`src/hw/rtl/felev_pkg.sv`:
```
// Shared constants and helpers for the elevator controller.
// No dependencies; used by the interfaces, the top level and the checker.
package felev_pkg;

  localparam int LEVEL_W         = 2;
  localparam int LAMP_W          = 3;
  localparam int ENTRY_W         = 2 * LEVEL_W;
  localparam int QUEUE_DEPTH_DEF = 64;

  localparam logic [LEVEL_W-1:0] LVL_LOWER  = 2'd0;
  localparam logic [LEVEL_W-1:0] LVL_MIDDLE = 2'd1;
  localparam logic [LEVEL_W-1:0] LVL_UPPER  = 2'd2;

  localparam logic KIND_STEP    = 1'b0;
  localparam logic KIND_REQUEST = 1'b1;

  localparam logic [LAMP_W-1:0] LAMP_LOWER  = 3'b001;
  localparam logic [LAMP_W-1:0] LAMP_MIDDLE = 3'b010;
  localparam logic [LAMP_W-1:0] LAMP_UPPER  = 3'b100;

  // Clamp level code three to the upper level.
  function automatic logic [LEVEL_W-1:0] sat_level(input logic [LEVEL_W-1:0] v);
    return (v > LVL_UPPER) ? LVL_UPPER : v;
  endfunction

  // Advance one level toward the target.
  function automatic logic [LEVEL_W-1:0] step_toward(input logic [LEVEL_W-1:0] from,
                                                     input logic [LEVEL_W-1:0] to);
    return (from < to) ? LEVEL_W'(from + 1'b1) : LEVEL_W'(from - 1'b1);
  endfunction

  function automatic logic [LAMP_W-1:0] level_lamps(input logic [LEVEL_W-1:0] lvl);
    logic [LAMP_W-1:0] lamps;
    case (lvl)
      LVL_LOWER:  lamps = LAMP_LOWER;
      LVL_MIDDLE: lamps = LAMP_MIDDLE;
      LVL_UPPER:  lamps = LAMP_UPPER;
      default:    lamps = '0;
    endcase
    return lamps;
  endfunction

endpackage

```
`src/hw/rtl/felev_ifs.sv`:
```
// Valid/ready channel interfaces for the elevator controller.
// Depends on felev_pkg for field widths.
interface felev_in_if;
  logic                            valid;
  logic                            ready;
  logic                            kind;
  logic [felev_pkg::LEVEL_W-1:0]   origin;
  logic [felev_pkg::LEVEL_W-1:0]   destination;

  modport source (output valid, kind, origin, destination, input ready);
  modport sink   (input valid, kind, origin, destination, output ready);
endinterface

interface felev_out_if #(
  parameter int QUEUED_W = $clog2(felev_pkg::QUEUE_DEPTH_DEF + 1)
);
  logic                            valid;
  logic                            ready;
  logic [felev_pkg::LEVEL_W-1:0]   level;
  logic [felev_pkg::LAMP_W-1:0]    level_lamps;
  logic                            busy_res;
  logic                            moved;
  logic                            trip_done;
  logic                            accepted;
  logic [QUEUED_W-1:0]             queued;

  modport source (output valid, level, level_lamps, busy_res, moved, trip_done, accepted,
                  queued, input ready);
  modport sink   (input valid, level, level_lamps, busy_res, moved, trip_done, accepted,
                  queued, output ready);
endinterface

```
`src/hw/rtl/felev_ram.sv`:
```
// Generic simple dual-port RAM: one write port, one read port, registered read.
// No dependencies.
module felev_ram #(
  parameter int WIDTH = 4,
  parameter int DEPTH = 64
) (
  input  logic                     clk,
  input  logic                     we,
  input  logic [$clog2(DEPTH)-1:0] waddr,
  input  logic [WIDTH-1:0]         wdata,
  input  logic [$clog2(DEPTH)-1:0] raddr,
  output logic [WIDTH-1:0]         rdata
);

  logic [WIDTH-1:0] mem [DEPTH];

  always_ff @(posedge clk) begin
    if (we) begin
      mem[waddr] <= wdata;
    end
    rdata <= mem[raddr];
  end

endmodule

```
`src/hw/rtl/fifo_elevator_controller.sv`:
```
// Three-level elevator controller with a first-come trip request queue.
// Depends on felev_pkg, felev_ifs (channel interfaces) and felev_ram.
//
// Usage:
//   in_ch  carries one control step per transaction; kind set means the step
//          also carries a trip request (origin, destination).
//   out_ch carries exactly one result per step: car level, lamps, busy flag,
//          moved flag, trip completion, request acceptance and queue fill.
// Result: a step accepted at an edge shows its result from that edge on the
//   output register, in the cycle after the step is taken.
// Throughput: one step per cycle while the output register is not stalled.
//   The whole step (queue push, car move, queue pop) resolves in one pass of
//   logic ahead of the result register. The queue head comes from the RAM's
//   registered read, prefetched every cycle at the next read pointer, with a bypass for a same-cycle write.
// Stall: a result waits in the output register while out_ch.ready is low;
//   in_ch.ready stays high as long as that register is empty or draining.
// Reset: rst_n (synchronous, active low) empties the queue, parks the car at
//   the lower level, idles the controller and drops any pending result.
//   The request RAM is not cleared; entries are read only once written.
module fifo_elevator_controller #(
  parameter int QUEUE_DEPTH = felev_pkg::QUEUE_DEPTH_DEF
) (
  input logic          clk,
  input logic          rst_n,
  felev_in_if.sink     in_ch,
  felev_out_if.source  out_ch
);

  localparam int PTR_W = $clog2(QUEUE_DEPTH);
  localparam int CNT_W = $clog2(QUEUE_DEPTH + 1);
  localparam int LW    = felev_pkg::LEVEL_W;
  localparam int EW    = felev_pkg::ENTRY_W;

  localparam logic [PTR_W-1:0] PTR_LAST = PTR_W'(QUEUE_DEPTH - 1);
  localparam logic [CNT_W-1:0] CNT_FULL = CNT_W'(QUEUE_DEPTH);

  // Queue and car state
  logic [PTR_W-1:0] rp_r, rp_nxt;
  logic [PTR_W-1:0] wp_r, wp_nxt;
  logic [CNT_W-1:0] fill_r, fill_nxt;
  logic [LW-1:0]    level_r, level_nxt;
  logic             serving_r, serving_nxt;
  logic             picked_r, picked_nxt;

  // Head bypass for a write that lands on the address being prefetched
  logic             byp_r, byp_nxt;
  logic [EW-1:0]    byp_data_r;

  // Result register
  logic             out_valid_r;
  logic [LW-1:0]    res_level_r;
  logic             res_busy_r;
  logic             res_moved_r, res_moved_nxt;
  logic             res_done_r, res_done_nxt;
  logic             res_acc_r;

  logic             fire;
  logic             push;
  logic [EW-1:0]    entry_in;
  logic [EW-1:0]    ram_rdata;
  logic [EW-1:0]    head;
  logic [LW-1:0]    head_org;
  logic [LW-1:0]    head_dst;
  logic             serving_a;
  logic             picked_a;
  logic [CNT_W-1:0] fill_a;
  logic [LW-1:0]    level_a;

  assign in_ch.ready = !out_valid_r || out_ch.ready;
  assign fire        = in_ch.valid && in_ch.ready;

  // Saturate level code three; origin in the low bits, destination above.
  assign entry_in = {felev_pkg::sat_level(in_ch.destination),
                     felev_pkg::sat_level(in_ch.origin)};
  assign push     = (in_ch.kind == felev_pkg::KIND_REQUEST) && (fill_r != CNT_FULL);

  // An empty queue before the push means the head is the request being pushed.
  assign head     = (fill_r == '0) ? entry_in : (byp_r ? byp_data_r : ram_rdata);
  assign head_org = head[LW-1:0];
  assign head_dst = head[EW-1:LW];

  always_comb begin
    // Push first
    fill_a    = push ? CNT_W'(fill_r + 1'b1) : fill_r;
    serving_a = serving_r || push;
    picked_a  = (push && !serving_r) ? 1'b0 : picked_r;
    wp_nxt    = wp_r;
    if (fire && push) begin
      wp_nxt = (wp_r == PTR_LAST) ? '0 : PTR_W'(wp_r + 1'b1);
    end

    // Then move the car
    level_a       = level_r;
    rp_nxt        = rp_r;
    fill_nxt      = fill_a;
    serving_nxt   = serving_a;
    picked_nxt    = picked_a;
    res_moved_nxt = 1'b0;
    res_done_nxt  = 1'b0;
    if (serving_a) begin
      if (fill_a == '0) begin
        serving_nxt = 1'b0;
        picked_nxt  = 1'b0;
      end else begin
        if (!picked_a && (level_r != head_org)) begin
          level_a       = felev_pkg::step_toward(level_r, head_org);
          res_moved_nxt = 1'b1;
        end else begin
          picked_nxt = 1'b1;
          if (level_r != head_dst) begin
            level_a       = felev_pkg::step_toward(level_r, head_dst);
            res_moved_nxt = 1'b1;
          end else begin
            // Arrived: pop the head request
            rp_nxt       = (rp_r == PTR_LAST) ? '0 : PTR_W'(rp_r + 1'b1);
            fill_nxt     = CNT_W'(fill_a - 1'b1);
            picked_nxt   = 1'b0;
            res_done_nxt = 1'b1;
            if (fill_nxt == '0) begin
              serving_nxt = 1'b0;
            end
          end
        end
      end
    end
    level_nxt = level_a;

    // Hold everything when no transaction is taken
    if (!fire) begin
      rp_nxt      = rp_r;
      fill_nxt    = fill_r;
      serving_nxt = serving_r;
      picked_nxt  = picked_r;
      level_nxt   = level_r;
    end
  end

  // Prefetch the next head every cycle; bypass if this cycle writes that entry.
  assign byp_nxt = fire && push && (wp_r == rp_nxt);

  felev_ram #(
    .WIDTH (EW),
    .DEPTH (QUEUE_DEPTH)
  ) u_ram (
    .clk   (clk),
    .we    (fire && push),
    .waddr (wp_r),
    .wdata (entry_in),
    .raddr (rp_nxt),
    .rdata (ram_rdata)
  );

  always_ff @(posedge clk) begin
    if (!rst_n) begin
      rp_r        <= '0;
      wp_r        <= '0;
      fill_r      <= '0;
      level_r     <= felev_pkg::LVL_LOWER;
      serving_r   <= 1'b0;
      picked_r    <= 1'b0;
      byp_r       <= 1'b0;
      out_valid_r <= 1'b0;
    end else begin
      rp_r      <= rp_nxt;
      wp_r      <= wp_nxt;
      fill_r    <= fill_nxt;
      level_r   <= level_nxt;
      serving_r <= serving_nxt;
      picked_r  <= picked_nxt;
      byp_r     <= byp_nxt;
      if (fire) begin
        out_valid_r <= 1'b1;
      end else if (out_ch.ready) begin
        out_valid_r <= 1'b0;
      end
    end
  end

  // Payload registers: load on every taken step, hold otherwise; the bypass data register loads every cycle.
  always_ff @(posedge clk) begin
    byp_data_r <= entry_in;
    if (fire) begin
      res_level_r <= level_nxt;
      res_busy_r  <= serving_nxt;
      res_moved_r <= res_moved_nxt;
      res_done_r  <= res_done_nxt;
      res_acc_r   <= push;
    end
  end

  logic [CNT_W-1:0] queued_r;

  always_ff @(posedge clk) begin
    if (fire) begin
      queued_r <= fill_nxt;
    end
  end

  assign out_ch.valid       = out_valid_r;
  assign out_ch.level       = res_level_r;
  assign out_ch.level_lamps = felev_pkg::level_lamps(res_level_r);
  assign out_ch.busy_res    = res_busy_r;
  assign out_ch.moved       = res_moved_r;
  assign out_ch.trip_done   = res_done_r;
  assign out_ch.accepted    = res_acc_r;
  assign out_ch.queued      = queued_r;

endmodule

```
`src/flat_wrapper.sv`:
```
// flat-port wrapper written by rule: the top's interface ports become plain ports
module fifo_elevator_controller_flat 
#(
  parameter int QUEUE_DEPTH = felev_pkg::QUEUE_DEPTH_DEF
)
  (clk, rst_n, in_ch_valid, in_ch_kind, in_ch_origin, in_ch_destination, in_ch_ready, out_ch_valid, out_ch_level, out_ch_level_lamps, out_ch_busy_res, out_ch_moved, out_ch_trip_done, out_ch_accepted, out_ch_queued, out_ch_ready);
  felev_in_if in_ch_i ();
  felev_out_if out_ch_i ();
  input logic clk;
  input logic rst_n;
  input wire logic [$bits(in_ch_i.valid)-1:0] in_ch_valid;
  input wire logic [$bits(in_ch_i.kind)-1:0] in_ch_kind;
  input wire logic [$bits(in_ch_i.origin)-1:0] in_ch_origin;
  input wire logic [$bits(in_ch_i.destination)-1:0] in_ch_destination;
  output wire logic [$bits(in_ch_i.ready)-1:0] in_ch_ready;
  output wire logic [$bits(out_ch_i.valid)-1:0] out_ch_valid;
  output wire logic [$bits(out_ch_i.level)-1:0] out_ch_level;
  output wire logic [$bits(out_ch_i.level_lamps)-1:0] out_ch_level_lamps;
  output wire logic [$bits(out_ch_i.busy_res)-1:0] out_ch_busy_res;
  output wire logic [$bits(out_ch_i.moved)-1:0] out_ch_moved;
  output wire logic [$bits(out_ch_i.trip_done)-1:0] out_ch_trip_done;
  output wire logic [$bits(out_ch_i.accepted)-1:0] out_ch_accepted;
  output wire logic [$bits(out_ch_i.queued)-1:0] out_ch_queued;
  input wire logic [$bits(out_ch_i.ready)-1:0] out_ch_ready;
  assign in_ch_i.valid = in_ch_valid;
  assign in_ch_i.kind = in_ch_kind;
  assign in_ch_i.origin = in_ch_origin;
  assign in_ch_i.destination = in_ch_destination;
  assign in_ch_ready = in_ch_i.ready;
  assign out_ch_valid = out_ch_i.valid;
  assign out_ch_level = out_ch_i.level;
  assign out_ch_level_lamps = out_ch_i.level_lamps;
  assign out_ch_busy_res = out_ch_i.busy_res;
  assign out_ch_moved = out_ch_i.moved;
  assign out_ch_trip_done = out_ch_i.trip_done;
  assign out_ch_accepted = out_ch_i.accepted;
  assign out_ch_queued = out_ch_i.queued;
  assign out_ch_i.ready = out_ch_ready;
  fifo_elevator_controller #(.QUEUE_DEPTH(QUEUE_DEPTH)) u_core (.clk(clk), .rst_n(rst_n), .in_ch(in_ch_i), .out_ch(out_ch_i));
endmodule
```
`config.mk`:
```
export PLATFORM = sky130hd
export DESIGN_NAME = fifo_elevator_controller_flat
export DESIGN_NICKNAME = d
export VERILOG_FILES = /design/src/hw/rtl/felev_pkg.sv /design/src/hw/rtl/felev_ifs.sv /design/src/hw/rtl/felev_ram.sv /design/src/hw/rtl/fifo_elevator_controller.sv /design/src/flat_wrapper.sv
export SDC_FILE = /design/constraint.sdc
export NUM_CORES = 1
export LEC_CHECK = 0
export ABC_AREA = 1
export ABC_CLOCK_PERIOD_IN_PS = 10900
export BUFFER_PORTS_ARGS = -buffer_cell sky130_fd_sc_hd__buf_2
export CAP_MARGIN = 30
export CORE_MARGIN = 3
export CORE_UTILIZATION = 30
export CTS_CLUSTER_DIAMETER = 120
export DETAILED_ROUTE_END_ITERATION = 10
export SLEW_MARGIN = 0
export SYNTH_ARGS = -nofsm -noshare
export SYNTH_HDL_FRONTEND = slang
export SYNTH_HIERARCHICAL = 1
export SYNTH_SLANG_ARGS = --single-unit
```
`constraint.sdc`:
```
create_clock -name clk -period 10.9 [get_ports clk]
set_input_delay 0.545 -clock clk [delete_from_list [all_inputs] [get_ports clk]]
set_output_delay 0.545 -clock clk [all_outputs]
set_load 0.01 [all_outputs]
```
Word-level counts from Yosys, hierarchy flattened
Memory sizes are Yosys's and may differ from the RTL's. A register that Yosys moved wholly into a read port is not among the register bits.
Index checks and enable logic that the tools add are counted.
{"block": "word_totals", "ff_bits": 42, "ram_bits": 256, "in_bits": 9, "elab_cells": 95, "n_memories": 1}
{"block": "op_classes", "add_sub_neg": 6, "magnitude_cmp": 4, "eq_ne": 8, "muxes": 42, "bitwise_logic": 1, "n_reduce_logical": 18}
{"name": "u_core.u_ram.mem", "depth": 64, "word_bits": 4, "read_ports": 1, "rd_ports_with_merged_regs": 1, "wr": 1, "line_no": "felev_ram.sv:15", "rtl": "logic [WIDTH-1:0] mem [DEPTH];"}
{"op": "$mux W6", "count": 7}
{"op": "$mux W7", "count": 6}
{"op": "$logic_not A7 Y1", "count": 3}
{"op": "$mux W2", "count": 9}
{"op": "$mux W1", "count": 17}
{"op": "$add A6 B1 Y6 const B", "count": 2}
{"op": "$eq A6 B6 Y1 const B", "count": 2}
{"op": "$pmux W3 S3", "count": 1}
{"op": "$mux W4", "count": 2}
{"op": "$add A7 B1 Y7 const B", "count": 1}
{"op": "$ne A7 B7 Y1 const B", "count": 1}
{"op": "$sub A7 B1 Y7 const B", "count": 1}
{"op": "$eq A6 B6 Y1", "count": 1}
{"op": "$logic_and A1 B1 Y1", "count": 6}
{"op": "$gt A2 B2 Y1 const B", "count": 2}
{"op": "$lt A2 B2 Y1", "count": 2}
{"op": "$ne A2 B2 Y1", "count": 2}
{"op": "$logic_not A1 Y1", "count": 3}
{"op": "$reduce_or A3 Y1", "count": 1}
{"op": "$add A2 B1 Y2 const B", "count": 1}
{"op": "$eq A2 B1 Y1 const B", "count": 1}
{"op": "$eq A2 B2 Y1 const B", "count": 1}
{"op": "$logic_not A2 Y1", "count": 1}
{"op": "$logic_or A1 B1 Y1", "count": 2}
{"op": "other kinds (4)", "count": 4}

Longest topological paths before layout
{"block": "depth", "depth_word": 12, "depth_mapped": 26, "mapped_depth_nobuf": 24}

By module
Netlist, hierarchy kept.
{"mod": "felev_ram", "n_inst": 1, "cells_per_inst": 948, "area_each_um2": 10881.7, "seq_area_each_um2": 7767.4}
{"mod": "fifo_elevator_controller", "n_inst": 1, "cells_per_inst": 385, "area_each_um2": 2686.3, "seq_area_each_um2": 970.9}

Worst setup path after synthesis
Ideal clock, no wire load.
{"block": "synth_path", "path_kind": "in2reg", "from": "input port in_ch_destination[0]", "to": "register u_core.u_ram.rdata[1], read port of u_core.u_ram.mem", "setup_time_ns": 0.113, "t_arrival_ns": 4.131, "required_ns": 10.787, "setup_slack_ns": 6.655, "stages": 22, "path_buffers": 1, "cell_sequence": "inv_1 > nor2_1 > nand2_1 > o21ai_0 > ha_1 > nand2_1 > inv_1 > nand2_2 > inv_2 > nand3_1 > nand2_1 > nand2_1 > inv_1 > inv_2 > buf_1 > nand3_1 > nand3_1 > nand2_1 > nand2_1 > nand3_1 > nand3_1 > nand2_1"}
{"block": "synth_via", "elab_chain_cells": 9}
{"item": "from (decl)", "line_no": "flat_wrapper.sv:14", "rtl": "input wire logic [$bits(in_ch_i.destination)-1:0] in_ch_destination;"}
{"item": "$gt A2 B2 Y1", "line_no": "felev_pkg.sv:23", "rtl": "return (v > LVL_UPPER) ? LVL_UPPER : v;"}
{"item": "$mux W2 (*)", "line_no": "felev_pkg.sv:23"}
{"item": "via u_core.entry_in[2]", "line_no": "fifo_elevator_controller.sv:59", "rtl": "logic [EW-1:0] entry_in;"}
{"item": "$mux W4 (*)", "line_no": "fifo_elevator_controller.sv:78", "rtl": "assign head = (fill_r == '0) ? entry_in : (byp_r ? byp_data_r : ram_rdata);"}
{"item": "$ne A2 B2 Y1 (*)", "line_no": "fifo_elevator_controller.sv:110", "rtl": "if (level_r != head_dst) begin"}
{"item": "$mux W6 (*)", "line_no": "fifo_elevator_controller.sv:110"}
{"item": "$mux W6 (*)", "line_no": "fifo_elevator_controller.sv:105", "rtl": "if (!picked_a && (level_r != head_org)) begin"}
{"item": "$mux W6 (*)", "line_no": "fifo_elevator_controller.sv:101", "rtl": "if (fill_a == '0) begin"}
{"item": "$mux W6 (*)", "line_no": "fifo_elevator_controller.sv:100", "rtl": "if (serving_a) begin"}
{"item": "$mux W6 (*)", "line_no": "fifo_elevator_controller.sv:129", "rtl": "if (!fire) begin"}
{"item": "via u_core.rp_nxt[1]", "line_no": "fifo_elevator_controller.sv:38", "rtl": "logic [PTR_W-1:0] rp_r, rp_nxt;"}
{"item": "to (decl)", "line_no": "felev_ram.sv:12", "rtl": "output logic [WIDTH-1:0] rdata"}
Mark *: on every way through the listed nets, which the timed path passes. The rest lies on a longest branch.
A chain may end at the register's enable or synchronous reset.

Worst setup path in the final report
{"block": "layout_path", "from": "register u_core.fill_r[0]", "to": "register u_core.u_ram.rdata[1], read port of u_core.u_ram.mem"}
{"block": "layout_via", "elab_chain_cells": 10}
{"item": "from (decl)", "line_no": "fifo_elevator_controller.sv:40", "rtl": "logic [CNT_W-1:0] fill_r, fill_nxt;"}
{"item": "from (signal assigned)", "line_no": "fifo_elevator_controller.sv:166", "rtl": "fill_r <= fill_nxt;"}
{"item": "branches (longest 8 deep; another with $add A7 B1 Y7)"}
{"item": "$mux W6 (*)", "line_no": "fifo_elevator_controller.sv:100"}
{"item": "$mux W6 (*)", "line_no": "fifo_elevator_controller.sv:129"}
{"item": "via u_core.rp_nxt[0]", "line_no": "fifo_elevator_controller.sv:38"}
Mark *: on every way through the listed nets, which the timed path passes.

==> results by group <==
Die
  – Initial Utilization: 30.5%
  – Io pins: 27
  – Die Area: around 48000 um^2
  – # rows: 77
  – Chip width: between 200 and 250 um
  – Die height: 219 um
  – Core box area: between 40000 and 50000 um^2

Place
  – DP Area: 14100 um^2
  – Global placement routability congestion: 0.819
  – Port Buffer Count: 26
  – Pre-CTS setup slack: 4.88 ns
  – DP Wirelength: between 15 and 20 mm

Detailed routing
  – Via Count: approximately 9.4k
  – DRC viols: 0
  – DR iter-0 viols: about 810
  – Vias/cell: 4.82
  – Final ANT Viol Nets: 0
  – Post-DR wirelength/cell: 16.3 um
  – First-pass detailed-route iteration total: 6
  – Total Wirelength: about 32 mm

Worst setup path
  – Worst R2R End: u_core/u_ram/rdata[1]$_DFF_P_
  – Crit Path Max Fanout: 80
  – Max stage delay on crit path: 0.76 ns
  – Critical Path Source Type: flip-flop
  – Reg-to-reg slack, setup: 5.24 ns
  – CP bufs+invs: 6
  – CP endpoint kind: flip-flop
  – Worst R2R Path Depth: 25
  – CP delay by family, top: simple AND/OR/NAND/NOR gates
  – CP required: 11.35 ns
  – CP Depth: 25
  – R2r startpoint: u_core/fill_r[0]$_SDFF_PN0_
  – WS Path Type: flip-flop to flip-flop
  – CP arrival: 6.11 ns
  – CP most frequent cell: nand2_1
  – Critical-path top delay cell: clkinv_2

Synthesis
  – Area contributors post-synth: edfxtp_1 (60%), nand2_1 (12%), nand3_1 (9.4%)
  – Synth Flop Type: edfxtp_1
  – Sequential element share of the synthesized area: 64.4%
  – Top-area cell type share of the netlist area: between 50% and 60%
  – Synth Area in Simple Gates: 26.5%
  – EDFF count, synth: 269
  – Synth warn: 6
  – Largest family of logic cells by synthesized area: simple AND/OR/NAND/NOR gates
  – Cells after synthesis: roughly 1.3k
  – Adder-Cell Fraction of Synth Area: 0.922%
  – Cell taking the most area after synthesis: edfxtp_1
  – Post-Syn Nets: around 1.4k
  – Synth Area in Compound Gates: roughly 1.6%
  – Mapped Avg Cell Area: 10.2 um^2
  – Library cells used by synthesis: 36
  – Post-synthesis async set-or-reset flop share: 0%
  – Seq cells post-synth: 302
  – Cell Area, Synth: 13600 um^2
  – Xor/xnor share of the synthesized area: 0.765%
  – Proportion of synthesized area in mux cells: 0.295%

CTS
  – Total CTS buffers: 30
  – Clk slew on worst S/H paths: 0.06 ns
  – Root buf cell: clkbuf_16
  – H-tree depth: 1
  – CTS resizes: 0
  – CTS max path bufs: 3
  – CTS tree: done
  – Count of hold-fix buffers inserted at cts: 0
  – Worst skew pair latency: between 0.5 and 0.6 ns
  – CTS sink count: 302
  – Postcts setup bufs: 0

Power and ir drop
  – Logic gate share of total power: 22.3%
  – Power share of the sequential group: 44.6%
  – Internal cell power: 2.05 mW
  – Sw Share: 30.7%
  – P per Cell Area: 197 nW/um^2
  – Clock power share: 33.1%
  – P_sw: 906 uW
  – Worst VDD drop: 125 uV
  – Leak pwr: around 5.5 nW

Outcome
  – Status: completed

Layout
  – Antenna Cells: 0
  – Ratio of cells with drive above 1 in the final layout: 8.52%
  – Fill cell count: 4455
  – P&R area growth vs syn: 10.7%
  – Post-layout nets: roughly 1.4k
  – Finished Cell Area: 15000 um^2
  – Fin util: 33.8%

Run
  – Max-Cap Viols: 0

Min path
  – Worst min-delay path endpoint: u_core/out_ch.valid$_SDFFE_PN0P_
  – Critical hold path startpoint: out_ch_ready
  – Hold path depth: 4
  – Worst min path class: primary input to flip-flop

Global routing
  – Largest net degree at the start of global routing: 81
  – Global Route Usage Sum: approximately an eighth
  – First-pass GRT wire length: 50.7 mm
  – Initial antenna violation count: 0
  – Vias in the first global route: 9236
  – GRT Residual Overflow: 0

Timing
  – Max Freq: 0.177 GHz
  – Hold Vio Cnt, Final: 0
  – Post-route setup TNS: 0 ns
  – Final period util: 52.0%
  – Max Slew Vio Count: 0
  – Setup Skew: 0.0140 ns
  – Minimum clock period: 5.66 ns
  – Hold WS: 0.283 ns
  – Final setup margin: 5.24 ns
  – Tightest Pin Transition: around 0.96 ns
  – Final setup vio count: 0
  – Rel. slew slack: a little over a third
  – RSZ-0062 raised after global routing: false
-- per-layer routing --
layer / vias up / wire length [um] / part of all wire, % / global-route usage (%)
li1: 4568 / - / - / -
met1: 4480 / 13700 / 43 / 17.6
met2: 328 / 15200 / 48 / 22.6
met3: 34 / 2520 / 7.9 / 2.50
met4: 0 / 377 / 1.2 / 2.53
met5: - / 0 / 0 / 0
-- worst max-delay path by stage --
| stage | start | to | slack, ns |
|---|---|---|---|
| global placement | in_ch_origin[1] | u_core/u_ram/rdata[1]$_DFF_P_ | 4.95 |
| finish | u_core/fill_r[0]$_SDFF_PN0_ | u_core/u_ram/rdata[1]$_DFF_P_ | 5.24 |
| floorplan | in_ch_destination[0] | u_core/u_ram/rdata[1]$_DFF_P_ | 6.66 |
| CTS | u_core/fill_r[0]$_SDFF_PN0_ | u_core/u_ram/rdata[1]$_DFF_P_ | 5.18 |
| global route | u_core/fill_r[0]$_SDFF_PN0_ | u_core/u_ram/rdata[2]$_DFF_P_ | 4.60 |
| detailed placement | in_ch_origin[1] | u_core/u_ram/rdata[1]$_DFF_P_ | 4.88 |
-- power groups by stage --
stage	Sequential [mW]	Combinational [mW]	Clock, mW
after floorplan	1.33	0.506	0
after global routing	1.32	0.749	1.05
after detailed placement	1.34	0.659	0
after global placement	1.34	0.643	0
final	1.32	0.659	0.977
after CTS	1.32	0.661	1.00
-- flip-flops by register name (all words and copies together), names as in the netlist --
signal	flops
u_core/out_ch.busy_res	1
u_core/out_ch.valid	1
u_core/out_ch.queued	7
u_core/picked_r	1
u_core/out_ch.moved	1
u_core/rp_r	6
u_core/wp_r	6
u_core/out_ch.level	2
u_core/out_ch.trip_done	1
u_core/serving_r	1
u_core/level_r	2
u_core/byp_data_r	4
u_core/u_ram/mem	256
u_core/byp_r	1
u_core/out_ch.accepted	1
u_core/u_ram/rdata	4
u_core/fill_r	7
-- final cells by class --
class | count | area (um^2) | area share, %
sequential | 302 | 8740 | 58.2
multi-input combinational | 892 | 4100 | 27.3
clock buffer | 41 | 802 | 5.34
tap | 592 | 741 | 4.93
inverter | 74 | 279 | 1.86
timing repair buffer | 39 | 240 | 1.60
clock inverter | 14 | 126 | 0.841
-- synthesized netlist by cell type (6+ instances only) --
library cell,number
a21oi_1,17
buf_2,15
buf_6,26
clkbuf_1,16
dfxtp_1,33
edfxtp_1,269
ha_1,10
inv_1,62
inv_2,11
nand2_1,425
nand2_2,8
nand3_1,256
nand4_1,17
nor2_1,94
nor2_2,6
nor4_1,8
o21ai_0,15
xor2_1,10
-- per-stage QoR --
step | cells | total power, mW
6_report | 1954 | 2.95
3_3_place_gp | 1895 | 1.98
2_1_floorplan | 1333 | 1.84
5_1_grt | 1954 | 3.12
4_1_cts | 1954 | 2.98
3_5_place_dp | 1899 | 2.00
-- layout by cell type, fill, tap and decap left out, types with 11 or more instances in the layout --
cell / netlist / routed
edfxtp_1: 269 / 269
a21oi_1: 17 / 17
dfxtp_1: 33 / 33
buf_2: 15 / 29
nor2_1: 94 / 92
inv_2: 11 / 11
nand3_1: 256 / 256
clkbuf_16: 0 / 30
nand2_1: 425 / 424
nand4_1: 17 / 17
o21ai_0: 15 / 15
inv_1: 62 / 61
-- cells by family after synthesis --
group	after synthesis
buffers and inverters	139
muxes	4
adders and majority gates	10
and+or+nand+nor	828
AOI/OAI and AO/OA	39
xor gates and xnor gates	11
DFF	302
-- worst reg2reg max path: cells and delay by family, from the launching register on --
kind | cells | cell delay, ns
AND/OR/NAND/NOR | 16 | 2.69
adder cells (fa/ha/maj) | 2 | 0.49
buffers and inverters | 6 | 1.90
flip-flops | 1 | 0.39
AO/OA/AOI/OAI | 1 | 0.09
Note: power is estimated with default switching activity, not from simulation.
